**src/hw/rtl/fclr_pkg.sv**
```systemverilog
// Package of the forest code lattice ranker: widths, codes and the shared
// adder request type. No dependencies.
`default_nettype none

package fclr_pkg;

    localparam int MAX_CODE_BITS = 62;
    localparam int CODE_W        = MAX_CODE_BITS;
    localparam int CNT_W         = 59;
    localparam int CFG_W         = 6;
    localparam int POS_W         = $clog2(MAX_CODE_BITS + 1);
    localparam int ADDR_W        = 2 * POS_W;
    localparam int TABLE_DEPTH   = 1 << ADDR_W;

    localparam int S_TDATA_W = ((CODE_W + CNT_W + 7) / 8) * 8;
    localparam int M_TDATA_W = ((CODE_W + 2 * CNT_W + 7) / 8) * 8;

    // Register indexes of the configuration port.
    localparam logic REG_LEAF_COUNT = 1'b0;
    localparam logic REG_ROOT_COUNT = 1'b1;

    // Operation codes carried in the slave tuser.
    localparam logic OP_RANK   = 1'b0;
    localparam logic OP_UNRANK = 1'b1;

    typedef struct packed {
        logic [CNT_W-1:0] a;
        logic [CNT_W-1:0] b;
        logic             sub;
    } alu_req_t;

    typedef logic [CNT_W:0] alu_res_t;

endpackage

`default_nettype wire

```
**src/hw/rtl/fclr_alu.sv**
```systemverilog
// Shared add/subtract unit of the forest code lattice ranker.
// Depends on fclr_pkg. The top bit of the result is the carry or the borrow.
`default_nettype none

module fclr_alu
    import fclr_pkg::*;
(
    input  alu_req_t req,
    output alu_res_t res
);

    always_comb
    begin
        if (req.sub)
        begin
            res = {1'b0, req.a} - {1'b0, req.b};
        end
        else
        begin
            res = {1'b0, req.a} + {1'b0, req.b};
        end
    end

endmodule

`default_nettype wire

```
**config.mk**
```make
export PLATFORM = sky130hd
export DESIGN_NAME = fclr_alu
export DESIGN_NICKNAME = d
export VERILOG_FILES = /design/src/hw/rtl/fclr_pkg.sv /design/src/hw/rtl/fclr_alu.sv
export SDC_FILE = /design/constraint.sdc
export NUM_CORES = 1
export LEC_CHECK = 0
export BUFFER_PORTS_ARGS = -buffer_cell sky130_fd_sc_hd__clkbuf_2
export CORE_UTILIZATION = 38
export DETAILED_ROUTE_END_ITERATION = 16
export PLACE_DENSITY = 0.69
export SLEW_MARGIN = 30
export SYNTH_ARGS = -nofsm -noshare
export SYNTH_HDL_FRONTEND = slang
export SYNTH_SLANG_ARGS = --single-unit
```
**constraint.sdc**
```tcl
create_clock -name vclk -period 5.8
set_input_delay 0.29 -clock vclk [all_inputs]
set_output_delay 0.29 -clock vclk [all_outputs]
set_load 0.005 [all_outputs]
```
==> summary.md <==
| Metric | Value |
|---|---|
| Status | finished clean |
| Fin crit share | 91.2% |
| Core ar. | 12200 sq um |
| Worst Path Required | 5.51 ns |
| Fin Setup TNS | 0 ns |
| Post-CTS resize count | 0 |
| GR met1 Demand/Resource | 31.5% |
| Min setup slack post-route | 0.508 ns |
| Comb pwr share | 100.0% |
| DIE AREA | 13100 sq um |
| Post-CTS Setup Bufs | 0 |
| Pre-CTS setup slack | 0.584 ns |
| Final Power | 918 uW |
| Worst slew margin | 57.8% |
| Iteration-0 DRC Markers | 299 |
| Residual DRC count | 0 |
| Synthesis Warnings | 0 |
| Area leader, netlist | xnor2_1 |
| Die Wd | 115 um |
| Hold buffer count at cts | 0 |
| Hold_ws | 0.937 ns |
| Register area share after synthesis | 0% |
| Worst min path class | in -> out |
| Final WL | 15500 um |
| Pin count of the biggest net entering global routing | 32 |
| IO Pins | 179 |
| RSZ-0062 raised after global routing | false |
| First-pass DRT Iterations | 5 |
| Internal power | 407 uW |
| Pwr/cell area | 157 nW/um^2 |
| Crit end category | output port |
| Gr busiest metal | met2 |
| WS Path Type | in -> out |
| HPWL after detailed placement | 13500 um |
| Clock Buffer Count | 0 |
| Final worst path period need | 5.29 ns |
| Syn-to-layout area delta | 21.5% |
| Layout cell share with drive strength beyond 1 | 23.8% |
| Fill cell count | 1375 |
| Most area-consuming cells after synthesis | xnor2_1, ha_1, a21oi_1 |
| Total GRT Usage | 22.7% |
| Routability Congestion | 0.942 |
| Routed Antenna Nets | 0 |
| P_leak | 0.00273 uW |
| Slew at the pin closest to its max-slew limit | 0.633 ns |
| Rows | 40 |
| Num sequential | 0 |
| Initial antenna violation count | 0 |
| Register area | 0 sq um |
| Initial Utilization | 39.5% |
| Max IR drop VDD | 0.0767 mV |
| Count of final setup violators | 0 |
| Vias/cell | 5.60 |
| Max Clk Rate | 189 MHz |
| Max Cap Violations | 0 |
| Synth top cells by count | a21oi_1, xnor2_1, nor2_1 |
| Post-Syn Nets | 899 |
| Switch share | 55.7% |
| Port Buffers | 179 |
| Share of power burned in registers | 0% |
| Final hold vios | 0 |
| Clock share of power | 0% |
| Critical Path Fanout Max | 6 |
| Crit path arrival time | 5.00 ns |
| Post-synth cell types | 73 |
| Vias | 5861 |
| Mapped Area | 4820 sq um |
| Met3 Usage GRT | 1.80% |
| Max Slew Vio Count | 0 |
| Count leader, synth | a21oi_1 |
| # diodes | 0 |
| Cells after Synth | 719 |
| Die height | 115 um |
| Avg Inst Size Synth | 6.70 sq um |
| Remaining Overflow, GRT | 0 |
| Worst setup SP type | input pin |
| Routed len/inst | 14.8 um |
| Psw | 511 uW |
| First-pass GRT wire length | 24700 um |
| Fin nets | 1060 |
| Vias in the first global route | 5273 |
| Post-synth top area share | 15.8% |
| GR met2 Demand/Resource | 39.0% |
through the flow:
stage	instances	utilization (%)	area, sq um
2_1_floorplan	719	-	4820
6_report	1046	48.0	5860
4_1_cts	1046	48.0	5860
5_1_grt	1046	48.0	5860
3_3_place_gp	1046	48.0	5860
3_5_place_dp	1046	48.0	5860
final cells by class:
class	count	area [sq um]	area share [%]
Timing Repair Buffer	183	926	15.8
Tap cell	168	210	3.59
Inverter	37	139	2.37
Multi-Input combinational cell	658	4580	78.2
critical path: stages:
cell	delay, ns
clkbuf_2	0.11
or3_1	0.42
nor4_1	0.19
buf_4	0.18
nor2b_1	0.35
and3_1	0.36
nor2b_1	0.29
a21oi_1	0.12
xnor2_1	0.14
ha_1	0.38
and3_1	0.27
nand2_1	0.11
or4_1	0.48
o21ai_1	0.32
a21oi_1	0.19
o21ai_1	0.36
a31oi_1	0.17
xnor2_1	0.15
clkbuf_2	0.13
per-layer routing:
metal,wire [um],share of wire (%)
met2,6970,45
met4,190,1.2
met3,1170,7.5
met5,0,0
met1,7170,46
power by group through the flow:
stage               clock (uW)  combinational [uW]  sequential (uW)
floorplan                    0                 598                0
finish                       0                 918                0
CTS                          0                 914                0
global route                 0                1010                0
global placement             0                 907                0
detailed placement           0                 910                0
placed cells by master (no fill, tap or decap), drive strengths merged, types with 16 or more instances in the layout:
cell type    n
clkbuf     179
a21oi      109
xnor2       87
nor2        68
ha          60
nand2       53
o21ai       39
inv         37
a21o        25
nor3        25
xor2        22
a31oi       17
nand3       16
cell families (layout without fill, tap and decap cells):
family	after synthesis	count (layout)	share of synthesized area, %
simple gates	237	237	25.6
compound gates	248	248	33.0
xor+xnor	109	109	19.8
fa+ha+maj	61	61	16.0
buf+inv	61	220	4.96
mux	3	3	0.649
path summary, 6_finish.rpt:
check | to | startpoint | cells after the start | slack (ns)
max | res[56] | req[24] | 19 | 0.51
min | res[0] | req[1] | 4 | 0.94
No activity file was read; power rests on OpenSTA's default activity.
